[src/rtl/trs_pkg.sv]
// Package for the task ready scheduler: command codes, sequencer states and
// the lowest-set-bit helper. No dependencies.
`default_nettype none
package trs_pkg;

    // Kernel command codes
    typedef enum logic [2:0] {
        CMD_TICK    = 3'd0,
        CMD_WAIT    = 3'd1,
        CMD_YIELD   = 3'd2,
        CMD_SET_RDY = 3'd3,
        CMD_CLR_RDY = 3'd4,
        CMD_TAKE    = 3'd5,
        CMD_RELEASE = 3'd6
    } t_cmd;

    // Sequencer states, one-hot
    typedef enum logic [5:0] {
        S_IDLE  = 6'b000001,
        S_DISP  = 6'b000010,
        S_TRD   = 6'b000100,
        S_MRD   = 6'b001000,
        S_WRD   = 6'b010000,
        S_SCHED = 6'b100000
    } t_state;

    localparam logic [15:0] NEVER_COUNTS = 16'hFFFF;

    // Index of the lowest set bit, 0 for an empty mask
    function automatic logic [4:0] f_lowest(input logic [31:0] m);
        logic [4:0] n;
        n = 5'd0;
        for (int i = 31; i >= 0; i--) begin
            if (m[i]) begin
                n = 5'(i);
            end
        end
        return n;
    endfunction

endpackage
`default_nettype wire

[src/rtl/trs_if.sv]
// Channel interfaces of the task ready scheduler: command beat in, result
// beat out. Depends on nothing.
`default_nettype none
interface trs_in_if;
    logic        valid;
    logic        ready;
    logic [2:0]  command;
    logic [2:0]  task_id;
    logic [1:0]  mutex_id;
    logic [15:0] wait_ticks;
    logic [7:0]  elapsed;

    modport source (output valid, command, task_id, mutex_id, wait_ticks, elapsed,
                    input ready);
    modport sink (input valid, command, task_id, mutex_id, wait_ticks, elapsed,
                  output ready);
endinterface

interface trs_out_if;
    logic       valid;
    logic       ready;
    logic [2:0] current_task;
    logic       running;
    logic       mutex_granted;
    logic       timed_out;
    logic [7:0] ready_bits;

    modport source (output valid, current_task, running, mutex_granted, timed_out,
                    ready_bits, input ready);
    modport sink (input valid, current_task, running, mutex_granted, timed_out,
                  ready_bits, output ready);
endinterface
`default_nettype wire

[src/rtl/task_ready_scheduler_with_mutexes.sv]
// Top level of the task ready scheduler: command sequencer around the sleep
// counter RAM and the mutex waiter RAM. Uses trs_pkg, trs_if and trs_ram.
//
//  channel | dir | beat fields
//  i_cmd   | in  | command, task_id, mutex_id, wait_ticks, elapsed
//  o_res   | out | current_task, running, mutex_granted, timed_out, ready_bits
//
// One command at a time. Wait, yield, set/clear ready, a granted take and any
// command but tick from an idle unit go from dispatch straight to scheduling.
// A blocking take or a release by a running task adds one waiter RAM
// read-modify-write. Tick walks the sleep count of each task in turn and,
// for each task that expires, the waiter masks; the single read port of each
// RAM sets this walk. Synchronous reset; sleep counts and waiter masks read as
// zero until first written (per-entry valid bits). A new command may be taken
// while the last result waits; its own result is then held in the final state
// until the waiting one has left.
`default_nettype none
module task_ready_scheduler_with_mutexes #(
    parameter int TASK_COUNT  = 8,
    parameter int MUTEX_COUNT = 4
) (
    input wire logic i_clk,
    input wire logic i_rst_n,
    trs_in_if.sink   i_cmd,
    trs_out_if.source o_res
);
    import trs_pkg::*;

    localparam int TW = TASK_COUNT > 1 ? $clog2(TASK_COUNT) : 1;
    localparam int MW = MUTEX_COUNT > 1 ? $clog2(MUTEX_COUNT) : 1;

    // Control state
    t_state                 r_state, n_state;
    logic [TASK_COUNT-1:0]  r_ready, n_ready;
    logic [TW-1:0]          r_run, n_run;
    logic                   r_idle, n_idle;
    logic [TASK_COUNT-1:0]  r_tmo, n_tmo;
    logic [MUTEX_COUNT-1:0] r_free, n_free;
    logic [TASK_COUNT-1:0]  r_sv, n_sv;
    logic [MUTEX_COUNT-1:0] r_wv, n_wv;
    logic [TW-1:0]          r_i, n_i;
    logic [MW-1:0]          r_k, n_k;
    logic                   r_gnt, n_gnt;
    logic                   r_o_valid, n_o_valid;

    // Latched command beat
    t_cmd        r_cmd;
    logic [2:0]  r_tid;
    logic [1:0]  r_mid;
    logic [15:0] r_wt;
    logic [7:0]  r_el;

    // Result payload
    logic [2:0] r_o_task, n_o_task;
    logic       r_o_run, n_o_run;
    logic       r_o_gnt, n_o_gnt;
    logic       r_o_tmo, n_o_tmo;
    logic [7:0] r_o_rdy, n_o_rdy;

    // RAM ports
    logic                  s_we, w_we;
    logic [TW-1:0]         s_waddr, s_raddr;
    logic [15:0]           s_wdata, s_q;
    logic [MW-1:0]         w_waddr, w_raddr;
    logic [TASK_COUNT-1:0] w_wdata, w_q;

    trs_ram #(.WIDTH(16), .DEPTH(TASK_COUNT)) u_sleep (
        .i_clk(i_clk), .i_we(s_we), .i_waddr(s_waddr), .i_wdata(s_wdata),
        .i_raddr(s_raddr), .o_rdata(s_q)
    );

    trs_ram #(.WIDTH(TASK_COUNT), .DEPTH(MUTEX_COUNT)) u_waiter (
        .i_clk(i_clk), .i_we(w_we), .i_waddr(w_waddr), .i_wdata(w_wdata),
        .i_raddr(w_raddr), .o_rdata(w_q)
    );

    logic                  acc;
    logic                  active, mutex_ok, tid_ok, do_sched, last_task;
    logic [MW-1:0]         mid_ix;
    logic [TW-1:0]         tid_ix, low_w, low_r;
    logic [TASK_COUNT-1:0] mybit, ibit, w_cur, w_rel;
    logic [15:0]           s_cur, s_dec;

    assign acc       = i_cmd.valid && i_cmd.ready;
    assign active    = !r_idle;
    assign mid_ix    = MW'(r_mid);
    assign tid_ix    = TW'(r_tid);
    assign mutex_ok  = 32'(r_mid) < MUTEX_COUNT;
    assign tid_ok    = 32'(r_tid) < TASK_COUNT;
    assign mybit     = TASK_COUNT'(1) << r_run;
    assign ibit      = TASK_COUNT'(1) << r_i;
    assign last_task = 32'(r_i) == TASK_COUNT - 1;
    // Entries never written read as zero
    assign s_cur     = r_sv[r_i] ? s_q : 16'd0;
    assign s_dec     = (s_cur <= {8'd0, r_el}) ? 16'd0 : s_cur - {8'd0, r_el};
    assign w_cur     = (r_state == S_MRD) ? (r_wv[r_k] ? w_q : '0)
                                          : (r_wv[mid_ix] ? w_q : '0);
    assign w_rel     = w_cur & ~mybit;
    assign low_w     = TW'(f_lowest(32'(w_rel)));
    assign low_r     = TW'(f_lowest(32'(n_ready)));
    assign do_sched  = r_idle || r_cmd == CMD_WAIT || r_cmd == CMD_YIELD ||
                       r_cmd == CMD_TAKE || r_cmd == CMD_RELEASE;

    assign i_cmd.ready         = (r_state == S_IDLE);
    assign o_res.valid         = r_o_valid;
    assign o_res.current_task  = r_o_task;
    assign o_res.running       = r_o_run;
    assign o_res.mutex_granted = r_o_gnt;
    assign o_res.timed_out     = r_o_tmo;
    assign o_res.ready_bits    = r_o_rdy;

    // Sequencer
    always_comb begin
        n_state   = r_state;
        n_ready   = r_ready;
        n_run     = r_run;
        n_idle    = r_idle;
        n_tmo     = r_tmo;
        n_free    = r_free;
        n_sv      = r_sv;
        n_wv      = r_wv;
        n_i       = r_i;
        n_k       = r_k;
        n_gnt     = r_gnt;
        n_o_valid = r_o_valid && !o_res.ready;
        n_o_task  = r_o_task;
        n_o_run   = r_o_run;
        n_o_gnt   = r_o_gnt;
        n_o_tmo   = r_o_tmo;
        n_o_rdy   = r_o_rdy;
        s_we      = 1'b0;
        s_waddr   = r_run;
        s_wdata   = r_wt;
        s_raddr   = r_i;
        w_we      = 1'b0;
        w_waddr   = mid_ix;
        w_wdata   = w_rel;
        w_raddr   = mid_ix;

        unique case (r_state)
            S_IDLE: begin
                if (acc) begin
                    n_gnt   = 1'b0;
                    n_state = S_DISP;
                end
            end
            S_DISP: begin
                n_state = S_SCHED;
                unique case (r_cmd)
                    CMD_TICK: begin
                        n_i     = '0;
                        s_raddr = '0;
                        n_state = S_TRD;
                    end
                    CMD_WAIT: begin
                        if (active) begin
                            s_we           = 1'b1;
                            n_sv[r_run]    = 1'b1;
                            n_ready[r_run] = 1'b0;
                        end
                    end
                    CMD_SET_RDY: begin
                        if (tid_ok) n_ready[tid_ix] = 1'b1;
                    end
                    CMD_CLR_RDY: begin
                        if (tid_ok) n_ready[tid_ix] = 1'b0;
                    end
                    CMD_TAKE: begin
                        if (active && mutex_ok) begin
                            if (r_free[mid_ix]) begin
                                n_free[mid_ix] = 1'b0;
                                n_gnt          = 1'b1;
                            end else begin
                                n_state = S_WRD;
                            end
                        end
                    end
                    CMD_RELEASE: begin
                        if (active && mutex_ok) n_state = S_WRD;
                    end
                    default: ;
                endcase
            end
            // Tick walk: sleep count of task r_i is on the read port
            S_TRD: begin
                if (s_cur != 16'd0 && s_cur != NEVER_COUNTS && !r_ready[r_i]) begin
                    s_we      = 1'b1;
                    s_waddr   = r_i;
                    s_wdata   = s_dec;
                    n_sv[r_i] = 1'b1;
                end
                if (s_cur != 16'd0 && s_cur != NEVER_COUNTS && !r_ready[r_i] &&
                    s_dec == 16'd0) begin
                    n_k     = '0;
                    w_raddr = '0;
                    n_state = S_MRD;
                end else if (last_task) begin
                    n_state = S_SCHED;
                end else begin
                    n_i     = r_i + 1'b1;
                    s_raddr = r_i + 1'b1;
                end
            end
            // Expired task: look for the lowest mutex it waits on
            S_MRD: begin
                if (w_cur[r_i] || 32'(r_k) == MUTEX_COUNT - 1) begin
                    if (w_cur[r_i]) begin
                        w_we       = 1'b1;
                        w_waddr    = r_k;
                        w_wdata    = w_cur & ~ibit;
                        n_wv[r_k]  = 1'b1;
                        n_tmo[r_i] = 1'b1;
                    end
                    n_ready[r_i] = 1'b1;
                    if (last_task) begin
                        n_state = S_SCHED;
                    end else begin
                        n_i     = r_i + 1'b1;
                        s_raddr = r_i + 1'b1;
                        n_state = S_TRD;
                    end
                end else begin
                    n_k     = r_k + 1'b1;
                    w_raddr = r_k + 1'b1;
                end
            end
            // Waiter mask of r_mid is on the read port
            S_WRD: begin
                w_we         = 1'b1;
                n_wv[mid_ix] = 1'b1;
                if (r_cmd == CMD_TAKE) begin
                    w_wdata        = w_cur | mybit;
                    n_ready[r_run] = 1'b0;
                    s_we           = 1'b1;
                    n_sv[r_run]    = 1'b1;
                end else if (w_rel != '0) begin
                    s_we           = 1'b1;
                    s_waddr        = low_w;
                    s_wdata        = 16'd0;
                    n_sv[low_w]    = 1'b1;
                    n_ready[low_w] = 1'b1;
                    n_free[mid_ix] = 1'b0;
                end else begin
                    n_free[mid_ix] = 1'b1;
                end
                n_state = S_SCHED;
            end
            // Reschedule and load the result register
            S_SCHED: begin
                if (!r_o_valid || o_res.ready) begin
                    n_o_tmo = 1'b0;
                    if (do_sched) begin
                        if (n_ready == '0) begin
                            n_idle = 1'b1;
                        end else begin
                            n_run        = low_r;
                            n_idle       = 1'b0;
                            n_o_tmo      = r_tmo[low_r];
                            n_tmo[low_r] = 1'b0;
                        end
                    end
                    n_o_valid = 1'b1;
                    n_o_task  = n_idle ? 3'd0 : 3'(n_run);
                    n_o_run   = !n_idle;
                    n_o_gnt   = r_gnt;
                    n_o_rdy   = 8'(n_ready);
                    n_state   = S_IDLE;
                end
            end
            default: n_state = S_IDLE;
        endcase
    end

    // Control registers
    always_ff @(posedge i_clk) begin
        if (!i_rst_n) begin
            r_state   <= S_IDLE;
            r_ready   <= '0;
            r_run     <= '0;
            r_idle    <= 1'b1;
            r_tmo     <= '0;
            r_free    <= '1;
            r_sv      <= '0;
            r_wv      <= '0;
            r_i       <= '0;
            r_k       <= '0;
            r_gnt     <= 1'b0;
            r_o_valid <= 1'b0;
        end else begin
            r_state   <= n_state;
            r_ready   <= n_ready;
            r_run     <= n_run;
            r_idle    <= n_idle;
            r_tmo     <= n_tmo;
            r_free    <= n_free;
            r_sv      <= n_sv;
            r_wv      <= n_wv;
            r_i       <= n_i;
            r_k       <= n_k;
            r_gnt     <= n_gnt;
            r_o_valid <= n_o_valid;
        end
    end

    // Payload registers
    always_ff @(posedge i_clk) begin
        if (acc) begin
            r_cmd <= t_cmd'(i_cmd.command);
            r_tid <= i_cmd.task_id;
            r_mid <= i_cmd.mutex_id;
            r_wt  <= i_cmd.wait_ticks;
            r_el  <= i_cmd.elapsed;
        end
        r_o_task <= n_o_task;
        r_o_run  <= n_o_run;
        r_o_gnt  <= n_o_gnt;
        r_o_tmo  <= n_o_tmo;
        r_o_rdy  <= n_o_rdy;
    end
endmodule
`default_nettype wire

[src/rtl/trs_ram.sv]
// Generic single-write, single-read synchronous RAM with registered read data.
// No dependencies.
`default_nettype none
module trs_ram #(
    parameter int WIDTH = 16,
    parameter int DEPTH = 8
) (
    input  wire logic                                    i_clk,
    input  wire logic                                    i_we,
    input  wire logic [(DEPTH > 1 ? $clog2(DEPTH) : 1)-1:0] i_waddr,
    input  wire logic [WIDTH-1:0]                        i_wdata,
    input  wire logic [(DEPTH > 1 ? $clog2(DEPTH) : 1)-1:0] i_raddr,
    output logic      [WIDTH-1:0]                        o_rdata
);
    logic [WIDTH-1:0] r_mem [DEPTH];

    always_ff @(posedge i_clk) begin
        if (i_we) begin
            r_mem[i_waddr] <= i_wdata;
        end
        o_rdata <= r_mem[i_raddr];
    end
endmodule
`default_nettype wire

[src/flat_wrapper.sv]
// flat-port wrapper written by rule: the top's interface ports become plain ports
module task_ready_scheduler_with_mutexes_flat import trs_pkg::*;
#(
    parameter int TASK_COUNT  = 8,
    parameter int MUTEX_COUNT = 4
)
  (i_clk, i_rst_n, i_cmd_valid, i_cmd_command, i_cmd_task_id, i_cmd_mutex_id, i_cmd_wait_ticks, i_cmd_elapsed, i_cmd_ready, o_res_valid, o_res_current_task, o_res_running, o_res_mutex_granted, o_res_timed_out, o_res_ready_bits, o_res_ready);
  trs_in_if i_cmd_i ();
  trs_out_if o_res_i ();
  input wire logic i_clk;
  input wire logic i_rst_n;
  input wire logic [$bits(i_cmd_i.valid)-1:0] i_cmd_valid;
  input wire logic [$bits(i_cmd_i.command)-1:0] i_cmd_command;
  input wire logic [$bits(i_cmd_i.task_id)-1:0] i_cmd_task_id;
  input wire logic [$bits(i_cmd_i.mutex_id)-1:0] i_cmd_mutex_id;
  input wire logic [$bits(i_cmd_i.wait_ticks)-1:0] i_cmd_wait_ticks;
  input wire logic [$bits(i_cmd_i.elapsed)-1:0] i_cmd_elapsed;
  output wire logic [$bits(i_cmd_i.ready)-1:0] i_cmd_ready;
  output wire logic [$bits(o_res_i.valid)-1:0] o_res_valid;
  output wire logic [$bits(o_res_i.current_task)-1:0] o_res_current_task;
  output wire logic [$bits(o_res_i.running)-1:0] o_res_running;
  output wire logic [$bits(o_res_i.mutex_granted)-1:0] o_res_mutex_granted;
  output wire logic [$bits(o_res_i.timed_out)-1:0] o_res_timed_out;
  output wire logic [$bits(o_res_i.ready_bits)-1:0] o_res_ready_bits;
  input wire logic [$bits(o_res_i.ready)-1:0] o_res_ready;
  assign i_cmd_i.valid = i_cmd_valid;
  assign i_cmd_i.command = i_cmd_command;
  assign i_cmd_i.task_id = i_cmd_task_id;
  assign i_cmd_i.mutex_id = i_cmd_mutex_id;
  assign i_cmd_i.wait_ticks = i_cmd_wait_ticks;
  assign i_cmd_i.elapsed = i_cmd_elapsed;
  assign i_cmd_ready = i_cmd_i.ready;
  assign o_res_valid = o_res_i.valid;
  assign o_res_current_task = o_res_i.current_task;
  assign o_res_running = o_res_i.running;
  assign o_res_mutex_granted = o_res_i.mutex_granted;
  assign o_res_timed_out = o_res_i.timed_out;
  assign o_res_ready_bits = o_res_i.ready_bits;
  assign o_res_i.ready = o_res_ready;
  task_ready_scheduler_with_mutexes #(.TASK_COUNT(TASK_COUNT), .MUTEX_COUNT(MUTEX_COUNT)) u_core (.i_clk(i_clk), .i_rst_n(i_rst_n), .i_cmd(i_cmd_i), .o_res(o_res_i));
endmodule
[config.mk]
export PLATFORM = sky130hd
export DESIGN_NAME = task_ready_scheduler_with_mutexes_flat
export DESIGN_NICKNAME = d
export VERILOG_FILES = /design/src/rtl/trs_pkg.sv /design/src/rtl/trs_if.sv /design/src/rtl/task_ready_scheduler_with_mutexes.sv /design/src/rtl/trs_ram.sv /design/src/flat_wrapper.sv
export SDC_FILE = /design/constraint.sdc
export NUM_CORES = 1
export LEC_CHECK = 0
export BUFFER_PORTS_ARGS = -buffer_cell sky130_fd_sc_hd__buf_2
export CORE_MARGIN = 5
export CORE_UTILIZATION = 45
export CTS_CLUSTER_DIAMETER = 30
export CTS_CLUSTER_SIZE = 24
export DETAILED_ROUTE_END_ITERATION = 16
export GPL_TIMING_DRIVEN = 1
export PLACE_DENSITY_LB_ADDON = 0.1
export SLEW_MARGIN = 20
export SYNTH_ARGS = -nofsm -noshare
export SYNTH_HDL_FRONTEND = slang
export SYNTH_SLANG_ARGS = --single-unit
[constraint.sdc]
create_clock -name i_clk -period 5.8 [get_ports i_clk]
set_input_delay 0.87 -clock i_clk [delete_from_list [all_inputs] [get_ports i_clk]]
set_output_delay 0.87 -clock i_clk [all_outputs]
set_load 0.01 [all_outputs]
# --- Word-level counts from Yosys, hierarchy flattened ---
# Memory sizes are Yosys's and may differ from the RTL's. A register that Yosys moved wholly into a read port is not among the register bits.
# Cells that the tools add are included.
word_totals:
  in_bits: 36
  n_memories: 2
  regBits: 95
  ram_bits: 160
memory_table:
  columns: ["memory", "words", "word_bits", "rd", "rd_ports_with_merged_regs", "write_ports", "line", "text"]
  rows:
  - ["u_core.u_sleep.r_mem", 8, 16, 1, 1, 1, "trs_ram.sv:15", "logic [WIDTH-1:0] r_mem [DEPTH];"]
  - ["u_core.u_waiter.r_mem", 4, 8, 1, 1, 1, "trs_ram.sv:15", null]
classes:
  order_cmp: 15
  n_addsub: 3
  n_shift: 2
  muxes: 139
  reduce_logical: 42
  n_bitwise: 24
  eq_ne: 31
ops:
  columns: ["operator", "n"]
  rows:
  - ["2-to-1 mux 8 bit", 20]
  - ["2-to-1 mux 16 bit", 5]
  - ["2-to-1 mux 3 bit", 25]
  - ["case mux 8 bit (3 select lines)", 3]
  - ["OR 8 bit", 8]
  - ["2-to-1 mux 6 bit", 9]
  - ["AND 8 bit", 5]
  - ["NOT 8 bit", 5]
  - ["case mux 6 bit (6 select lines)", 1]
  - ["2-to-1 mux 1 bit", 35]
  - ["case mux 16 bit (2 select lines)", 1]
  - ["case mux 8 bit (2 select lines)", 2]
  - ["2-to-1 mux 4 bit", 7]
  - ["< comparator 3 x 4 -> 1 bit, second input constant", 5]
  - ["case mux 6 bit (3 select lines)", 1]
  - ["<= comparator 16 x 8 -> 1 bit", 1]
  - ["zero test 16 bit", 1]
  - ["!= test 16 bit, second input constant", 1]
  - ["case mux 4 bit (2 select lines)", 2]
  - ["nonzero test 16 bit", 1]
  - ["<< shifter 1 x 3 -> 8 bit, first input constant", 2]
  - ["subtractor 16 x 8 -> 16 bit", 1]
  - ["demux 1 bit (select 3 bit)", 5]
  - [">= comparator 3 x 1 -> 1 bit, second input constant", 5]
  - ["other kinds (44)", 105]

# --- Depth between registers and ports, before layout ---
# Gate-level depths: netlist (run 1).
logic_depth:
  word_depth: 39
  ltp_mapped: 22
  ltp_nobuf: 17

# --- Modules after synthesis ---
# A second synthesis (run 1) with hierarchy kept.
unflattened:
  cells_unflattened: 1051
  hier_area_um2: 13356.6
modules_own_cells:
  columns: ["module", "cells_each", "instances", "area_each_um2", "seq_area_each_um2"]
  rows:
  - ["task_ready_scheduler_with_mutexes", 783, 1, 6713.9, 2362.3]
  - ["trs_ram at u_core.u_sleep", 214, 1, 5293.8, 4164.0]
  - ["trs_ram at u_core.u_waiter", 54, 1, 1348.8, 1121.1]

# --- Worst setup path before layout (run 1) ---
# No wires, ideal clock.
synth_timing:
  path_type: "reg2reg"
  start: "reg u_core.r_i[1]"
  end: "reg u_core.u_sleep.o_rdata[0] (read register of u_core.u_sleep.r_mem)"
  path_buffers: 5
  stages_incl_launch_ff: 21
  t_arrival_ns: 4.685
  setup_slack_ns: 0.994
  period_less_slack_ns: 4.806
  required_ns: 5.679
  path_cell_list: "dfxtp_1 buf_6 mux4_2 mux2_2 buf_2 clkbuf_1 and2_1 ha_1 nor2b_1 o2111ai_1 a31oi_1 o31a_1 o311ai_4 o31ai_2 a211o_1 o22ai_2 buf_6 buf_6 mux2i_1 mux2i_1 mux2_2"
synth_between:
  elab_chain_cells: 9
synth_rtl:
  columns: ["item", "line", "text"]
  rows:
  - ["from (decl)", "task_ready_scheduler_with_mutexes.sv:41", "logic [TW-1:0] r_i, n_i;"]
  - ["from (signal assigned)", "task_ready_scheduler_with_mutexes.sv:298", "r_i <= n_i;"]
  - ["binary-select mux 1 bit (select 3 bit)", "task_ready_scheduler_with_mutexes.sv:94", "assign s_cur = r_sv[r_i] ? s_q : 16'd0;"]
  - ["2-to-1 mux 1 bit (not written as such)", "task_ready_scheduler_with_mutexes.sv:94", null]
  - ["2-to-1 mux 16 bit", "task_ready_scheduler_with_mutexes.sv:94", null]
  - ["subtractor 16 x 8 -> 16 bit, or another cell as far along", "task_ready_scheduler_with_mutexes.sv:95", "assign s_dec = (s_cur <= {8'd0, r_el}) ? 16'd0 : s_cur - {8'd0, r_el};"]
  - ["2-to-1 mux 16 bit or logical AND 1 bit (tied branches)", "task_ready_scheduler_with_mutexes.sv:95, task_ready_scheduler_with_mutexes.sv:192", null]
  - ["zero test 16 bit or logical AND 1 bit (tied branches)", "task_ready_scheduler_with_mutexes.sv:193, task_ready_scheduler_with_mutexes.sv:192", null]
  - ["logical AND 1 bit", "task_ready_scheduler_with_mutexes.sv:192", "if (s_cur != 16'd0 && s_cur != NEVER_COUNTS && !r_ready[r_i] &&"]
  - ["2-to-1 mux 3 bit", "task_ready_scheduler_with_mutexes.sv:192", null]
  - ["case mux 3 bit (3 select lines) *", "task_ready_scheduler_with_mutexes.sv:140", "unique case (r_state)"]
  - ["to (decl)", "trs_ram.sv:13", "output logic [WIDTH-1:0] o_rdata"]
# Every way passes the cells marked *; elsewhere a longest branch is shown, timed or not. The select of a mux whose other input is x is not followed.
# A chain may end at the register's enable or synchronous reset.

# --- Worst setup path after layout (run 1) ---
layout_timing:
  start: "reg u_core.r_i[1]"
  end: "reg u_core.u_sleep.o_rdata[8] (read register of u_core.u_sleep.r_mem)"
# The elaborated chain is that of the path after synthesis.

==> run_results.csv, run 1 <==
group,metric,value,unit
detailed_routing,totalWireLength,38.27,mm
sta,min_period,5.226,ns
detailed_routing,ant_nets,0,
cells_and_area,multi_input_area,5752,µm²
clock_network,post_cts_resized,0,
clock_network,htreeDepth,2,
worst_setup_path,rr_worst_depth,18,
worst_setup_path,timing.rr.start,"u_core.r_i[1]",
pwr,p_leak,6.495,nW
grt,grt_max_degree,35,
floorplanning,start_util,45.42,%
sta,finalCritPeriodShare,90.10,%
yosys,yosysMostFrequentCell,"edfxtp_1",
worst_setup_path,path_max_fanout,29,
yosys,yosysSeqAreaShare,55.19,%
placement,gp_congestion,0.9646,
floorplanning,design.die.area,34400,µm²
worst_setup_path,reg2reg_slack,0.57,ns
yosys,synth_edf_count,206,
sta,fmax,0.1914,GHz
grt,grt_use_total,22.37,%
grt,grt_pass1_vias,9845,
worst_setup_path,critical_path_arrival,5.69,ns
cells_and_area,fin_cells,1709,
sta,worst_pin_slew,1.225,ns
grt,grt_pass1_wl,59.03,mm
pwr,fin_total_pwr,6.187,mW
worst_setup_path,r2r_end,"u_core.u_sleep.o_rdata[8]",
floorplanning,die_y,185.5,µm
worst_setup_path,required,6.27,ns
clock_network,clockBufferDepth,3,
placement,dp_hpwl,26.12,mm
detailed_routing,avgRoutedWirePerCell,22.39,µm
yosys,synth.top_cell.area_share,44.65,%
yosys,syn-cell-area,13860,µm²
detailed_routing,drc,0,
sta,setup_tns,0,ns
detailed_routing,via_per_inst,5.983,
pwr,max-vdd-ir-drop,0.2400,mV
floorplanning,core_area,30510,µm²
placement,preCtsSetupSlack,0.6305,ns
floorplanning,row_count,64,
cells_and_area,area_delta_synth_final,20.40,%
cells_and_area,seq_area,7647,µm²
detailed_routing,drt_iter0_markers,928,
worst_hold_path,hold_class,"reg2reg",
job,maxCapViolations,0,
yosys,async_flop_share,0,%
sta,final-setup-viol-count,0,
detailed_routing,vias,10230,
cells_and_area,diodes,0,
cells_and_area,final.fill_count,2580,
clock_network,cts.reportedPaths.clkPinSlew,0.05,ns
yosys,synthCells,1185,
sta,hold_viol_final,0,
yosys,netlist-cell-type-count,102,
clock_network,cts.sinks,279,
worst_setup_path,crit_path_start_kind,"flip-flop",
yosys,synth_top_flop_cell,"edfxtp_1",
placement,post-place-cells,1596,
clock_network,tritoncts,"yes",
clock_network,cts_root_buffer,"clkbuf_16",
floorplanning,die_w,185.5,µm
cells_and_area,fin_nets,1315,
worst_setup_path,critPathCaptureType,"flip-flop",
yosys,synthTopCellsByCount,"edfxtp_1 (206), nor2_1 (116), mux2i_1 (102)",
placement,io_buffers,51,
cells_and_area,drive_gt1_share,21.17,%
yosys,synth_fp_nets,1238,
clock_network,insertion_delay,0.59,ns
worst_setup_path,startpoint,"u_core.r_i[1]",
yosys,synth_area_leaders,"edfxtp_1 (45%), dfxtp_1 (11%), mux2i_1 (7.4%)",
grt,antenna_found_initial,0,
sta,skew,0.02822,ns
clock_network,numCtsBuffers,60,
sta,rsz0062_at_grt,"no",
yosys,syn_avg_cell_area,11.69,µm²
grt,grt_overflow_total,0,
floorplanning,io_pins,52,
yosys,yosysWarningCount,0,
sta,maxSlewHeadroom,17.21,%
sta,slew_violations,0,
yosys,yosysTopAreaCell,"edfxtp_1",
sta,worst_slack,0.5743,ns
sta,worst_hold_slack,0.4369,ns
worst_setup_path,crit_type,"reg2reg",
detailed_routing,drt-pass1-iter-count,5,
yosys,ys_seq_elements,279,
pwr,powerDensity,370.9,nW/µm²
worst_setup_path,critPathCapture,"u_core.u_sleep.o_rdata[8]",
clock_network,holdBufCountCts,0,
clock_network,post_cts_buffers,0,
run_status,outcome,"finished, final reports clean",
where the power goes:
part / total [mW] / switching (mW) / internal, mW
logic: 0.387 / 0.254 / 0.133
registers: 2.31 / 0.0617 / 2.25
clock network: 3.49 / 1.13 / 2.36
total: 6.19 / 1.44 / 4.74
placed cells by master, fill, tap and decap left out, types with 13 or more instances in the layout:
cell type  Yosys  routed
nor3_1        18      18
buf_4          3      26
mux4_2        13      13
mux2_2        19      19
a31oi_1       16      16
edfxtp_1     206     206
inv_1         34      33
clkbuf_16      0      61
and2_1        16      15
nand2_1       79      79
nand4_1       13      13
ha_1          16      16
nor2_1       116     108
nand2b_1      17      17
o22ai_1       17      17
a21oi_1       58      58
nor2b_1       16      16
mux2i_1      102     102
dfxtp_1       73      73
o21ai_0       63      63
buf_2          7      51
nand3_1       16      16
flip-flops by register name (all words and copies together) (netlist names), 4 cells and up, named ones only:
name and flops:
u_core.r_tmo 8, u_core.r_el 8, u_core.r_wv 4, u_core.r_ready 8
u_core.u_waiter.r_mem 32, u_core.u_sleep.r_mem 128, u_core.u_sleep.o_rdata 16, u_core.o_res.ready_bits 8
u_core.r_state 6, u_core.u_waiter.o_rdata 8, u_core.r_sv 8, u_core.r_wt 16
worst min-delay path by stage:
stage,depth (start not counted),slack [ns],start,to
CTS,1,0.43,i_cmd_wait_ticks[15],u_core.r_wt[15]
detailed placement,0,0.43,u_core.r_gnt,u_core.o_res.mutex_granted
global placement,0,0.42,u_core.r_gnt,u_core.o_res.mutex_granted
floorplan,0,0.41,u_core.r_gnt,u_core.o_res.mutex_granted
finish,0,0.44,u_core.r_gnt,u_core.o_res.mutex_granted
global route,1,0.44,i_cmd_wait_ticks[15],u_core.r_wt[15]
cells by family (layout without fill, tap and decap cells):
kind of cell,after synthesis,in the layout,share of synthesized area [%]
XOR/XNOR,9,9,0.5689
buffers and inverters,100,228,3.504
AND/OR/NAND/NOR,356,356,13.09
flip-flops,279,279,55.19
AO/OA/AOI/OAI,290,290,15.03
multiplexers,134,134,11.03
adder cells (fa/ha/maj),17,17,1.589
cell type report:
class                      count  share of cell area (%)
timing repair buffer          80                   3.060
clock inverter                43                   3.210
inverter                      35                  0.7875
multi-input combinational    806                   34.48
clock buffer                  70                   9.653
tap                          396                   2.970
sequential                   279                   45.84
layer usage:
metal,up-vias,wire [µm],global-route usage [%]
met5,-,0,0.5714
met4,0,821,6.048
met3,67,2394,3.498
met2,378,16790,33.59
met1,5068,18270,33.88
li1,4712,-,-
stage by stage:
step / utilization, % / cell area (µm²)
finish: 54.68 / 16680
global route: 54.68 / 16680
CTS: 54.68 / 16680
detailed placement: 47.65 / 14540
global placement: 47.65 / 14540
floorplan: - / 13860
worst max-delay path, stage by stage, from the launching register on:
cell      delay, ns
dfxtp_1        0.52
mux4_2         0.56
mux2_2         0.35
nand2_1        0.10
ha_1           0.18
inv_1          0.06
fa_1           0.42
nand3_1        0.12
a21oi_1        0.14
nor2_1         0.46
a31o_1         0.26
o311ai_4       0.12
o31ai_2        0.33
a21oi_1        0.22
o22ai_4        0.36
buf_12         0.28
mux2i_1        0.24
mux2i_1        0.09
mux2_2         0.26
(Power assumes the default switching activity.)
==> run 2: changes to the inputs <==
clock period = 5 ns   (was 5.8 ns; I/O delays follow)
==> run 2 against run 1 <==
Against the previous run: clock power rose by 5%; hold slack worse by 0.089 ns; first-iteration DRC count is 1.9% lower; global-route usage increased by 0.22 points; power is 10% higher; non-clock buffer count is 25 higher; design area increased by 0.65%; critical path depth fell by 1; critical path type unchanged; highest routed layer unchanged.
==> run_results.csv, run 2 (synthesis gave the netlist of run 1 again) <==
group,metric,value,unit
cells_and_area,area_delta_synth_final,21.18,%
detailed_routing,wl_met3,2.571,mm
placement,post-place-cells,1618,
cells_and_area,fin_cells,1731,
job,maxCapViolations,0,
detailed_routing,ant_nets,0,
cells_and_area,final.fill_count,2642,
worst_setup_path,critPathCaptureType,"flip-flop",
pwr,powerDensity,405.4,nW/µm²
grt,antenna_found_initial,0,
clock_network,tritoncts,"yes",
detailed_routing,via_per_inst,5.899,
placement,preCtsSetupSlack,0.02338,ns
worst_setup_path,critical_path_arrival,5.20,ns
clock_network,clockBufferDepth,3,
sta,finalCritPeriodShare,95.00,%
clock_network,numCtsBuffers,59,
sta,skew,0.02097,ns
clock_network,cts_root_buffer,"clkbuf_16",
pwr,p_leak,6.536,nW
floorplanning,die_w,185.5,µm
placement,io_buffers,51,
grt,grt_use_total,22.59,%
detailed_routing,avgRoutedWirePerCell,22.31,µm
detailed_routing,totalWireLength,38.62,mm
clock_network,insertion_delay,0.57,ns
grt,grt_max_degree,34,
clock_network,htreeDepth,2,
sta,worst_slack,0.2501,ns
grt,grt_pass1_wl,59.55,mm
sta,maxSlewHeadroom,19.97,%
pwr,max-vdd-ir-drop,0.2935,mV
grt,grt_pass1_vias,9928,
cells_and_area,drive_gt1_share,22.77,%
detailed_routing,vias,10210,
sta,worst_pin_slew,1.188,ns
detailed_routing,drc,0,
sta,slew_violations,0,
cells_and_area,largest_reg_flops,128,
floorplanning,start_util,45.42,%
sta,min_period,4.750,ns
pwr,fin_total_pwr,6.806,mW
placement,gp_congestion,0.9290,
detailed_routing,met2_length,16.91,mm
grt,grt_overflow_total,0,
placement,dp_hpwl,26.80,mm
worst_setup_path,required,5.45,ns
sta,hold_viol_final,0,
clock_network,cts.reportedPaths.clkPinSlew,0.05,ns
floorplanning,die_y,185.5,µm
worst_setup_path,path_max_fanout,12,
cells_and_area,reg.largest.list,"u_core.u_sleep.r_mem (128), u_core.u_waiter.r_mem (32)",
clock_network,holdBufCountCts,0,
cells_and_area,largest_register,"u_core.u_sleep.r_mem",
sta,fmax,0.2105,GHz
floorplanning,design.die.area,34400,µm²
detailed_routing,drt-pass1-iter-count,7,
floorplanning,row_count,64,
cells_and_area,final_cell_mix,"edfxtp_1 (206), nor2_1 (107), mux2i_1 (102)",
floorplanning,core_area,30510,µm²
detailed_routing,wirelength_met1,18.24,mm
cells_and_area,final_common_cell,"edfxtp_1",
detailed_routing,highest_layer,"met4",
floorplanning,io_pins,52,
cells_and_area,diodes,0,
cells_and_area,fin_nets,1339,
cells_and_area,postLayoutCoreUtil,55.03,%
clock_network,cts.sinks,279,
run_status,outcome,"finished, final reports clean",
worst_hold_path,hold_class,"in2reg",
sta,setup_tns,0,ns
worst_setup_path,crit_path_start_kind,"flip-flop",
sta,final-setup-viol-count,0,
worst_setup_path,crit_type,"reg2reg",
detailed_routing,drt_iter0_markers,910,
## run 2: cell count changes in the layout (fill, tap and decap cells not counted), sizes merged
cell,delta
buf,+25
bufinv,-6
clkbuf,+6
clkinv,-5
clkinvlp,+4
inv,-2
## run 2: path summary, 6_finish.rpt
kind                                      to                 start  depth (start not counted)  slack, ns
setup / recovery  u_core.u_sleep.o_rdata[13]         u_core.r_i[1]                         17       0.25
hold / removal               u_core.r_wt[15]  i_cmd_wait_ticks[15]                          1       0.35
setup reg to reg  u_core.u_sleep.o_rdata[13]         u_core.r_i[1]                         17       0.25
hold reg to reg   u_core.o_res.mutex_granted          u_core.r_gnt                          0       0.45
## run 2: through the flow
| step | cell area (µm²) | hold slack (ns) |
|---|---|---|
| floorplan | 13860 | 0.4090 |
| global placement | 14760 | 0.4205 |
| detailed placement | 14760 | 0.4355 |
| CTS | 16710 | 0.3193 |
| global route | 16790 | 0.3270 |
| finish | 16790 | 0.3483 |
## run 2: layout make-up
| type | count | area [µm²] | share of cell area, % |
|---|---|---|---|
| flip-flops and latches | 279 | 7649 | 45.55 |
| well taps | 396 | 495.5 | 2.951 |
| inverters | 35 | 131.4 | 0.7825 |
| clock inverters | 34 | 310.3 | 1.848 |
| multi-input cells | 806 | 5811 | 34.61 |
| repair buffers | 105 | 760.7 | 4.531 |
| clock buffers | 76 | 1633 | 9.725 |
## run 2: where the power goes
| part | total [mW] | internal (mW) | switching [mW] |
|---|---|---|---|
| clock network | 3.67 | 2.42 | 1.26 |
| registers | 2.67 | 2.61 | 0.0662 |
| logic | 0.461 | 0.156 | 0.305 |
## run 2: layer usage
metal / vias to the layer above / global-route usage, %
met4: 0 / 7.281
met5: - / 0
li1: 4750 / -
met2: 378 / 33.47
met1: 5018 / 33.98
met3: 65 / 3.772
## run 2: worst max-delay path, stage by stage, from the launching register on
cell and delay (ns):
dfxtp_2 0.37, mux4_2 0.51, mux2_2 0.35, and2_1 0.19
ha_1 0.38, o21a_1 0.23, o21ai_0 0.29, a31oi_4 0.09
o31a_1 0.33, o311ai_4 0.29, o31ai_2 0.11, a211o_1 0.35
o22ai_4 0.21, buf_4 0.18, buf_12 0.15, mux2i_1 0.23
mux2i_1 0.09, mux2_2 0.26
## run 2: timing repair
item                       in CTS  in global routing
setup buffers                   0                  3
gates resized for setup         0                 12
setup endpoints to repair       0                 24
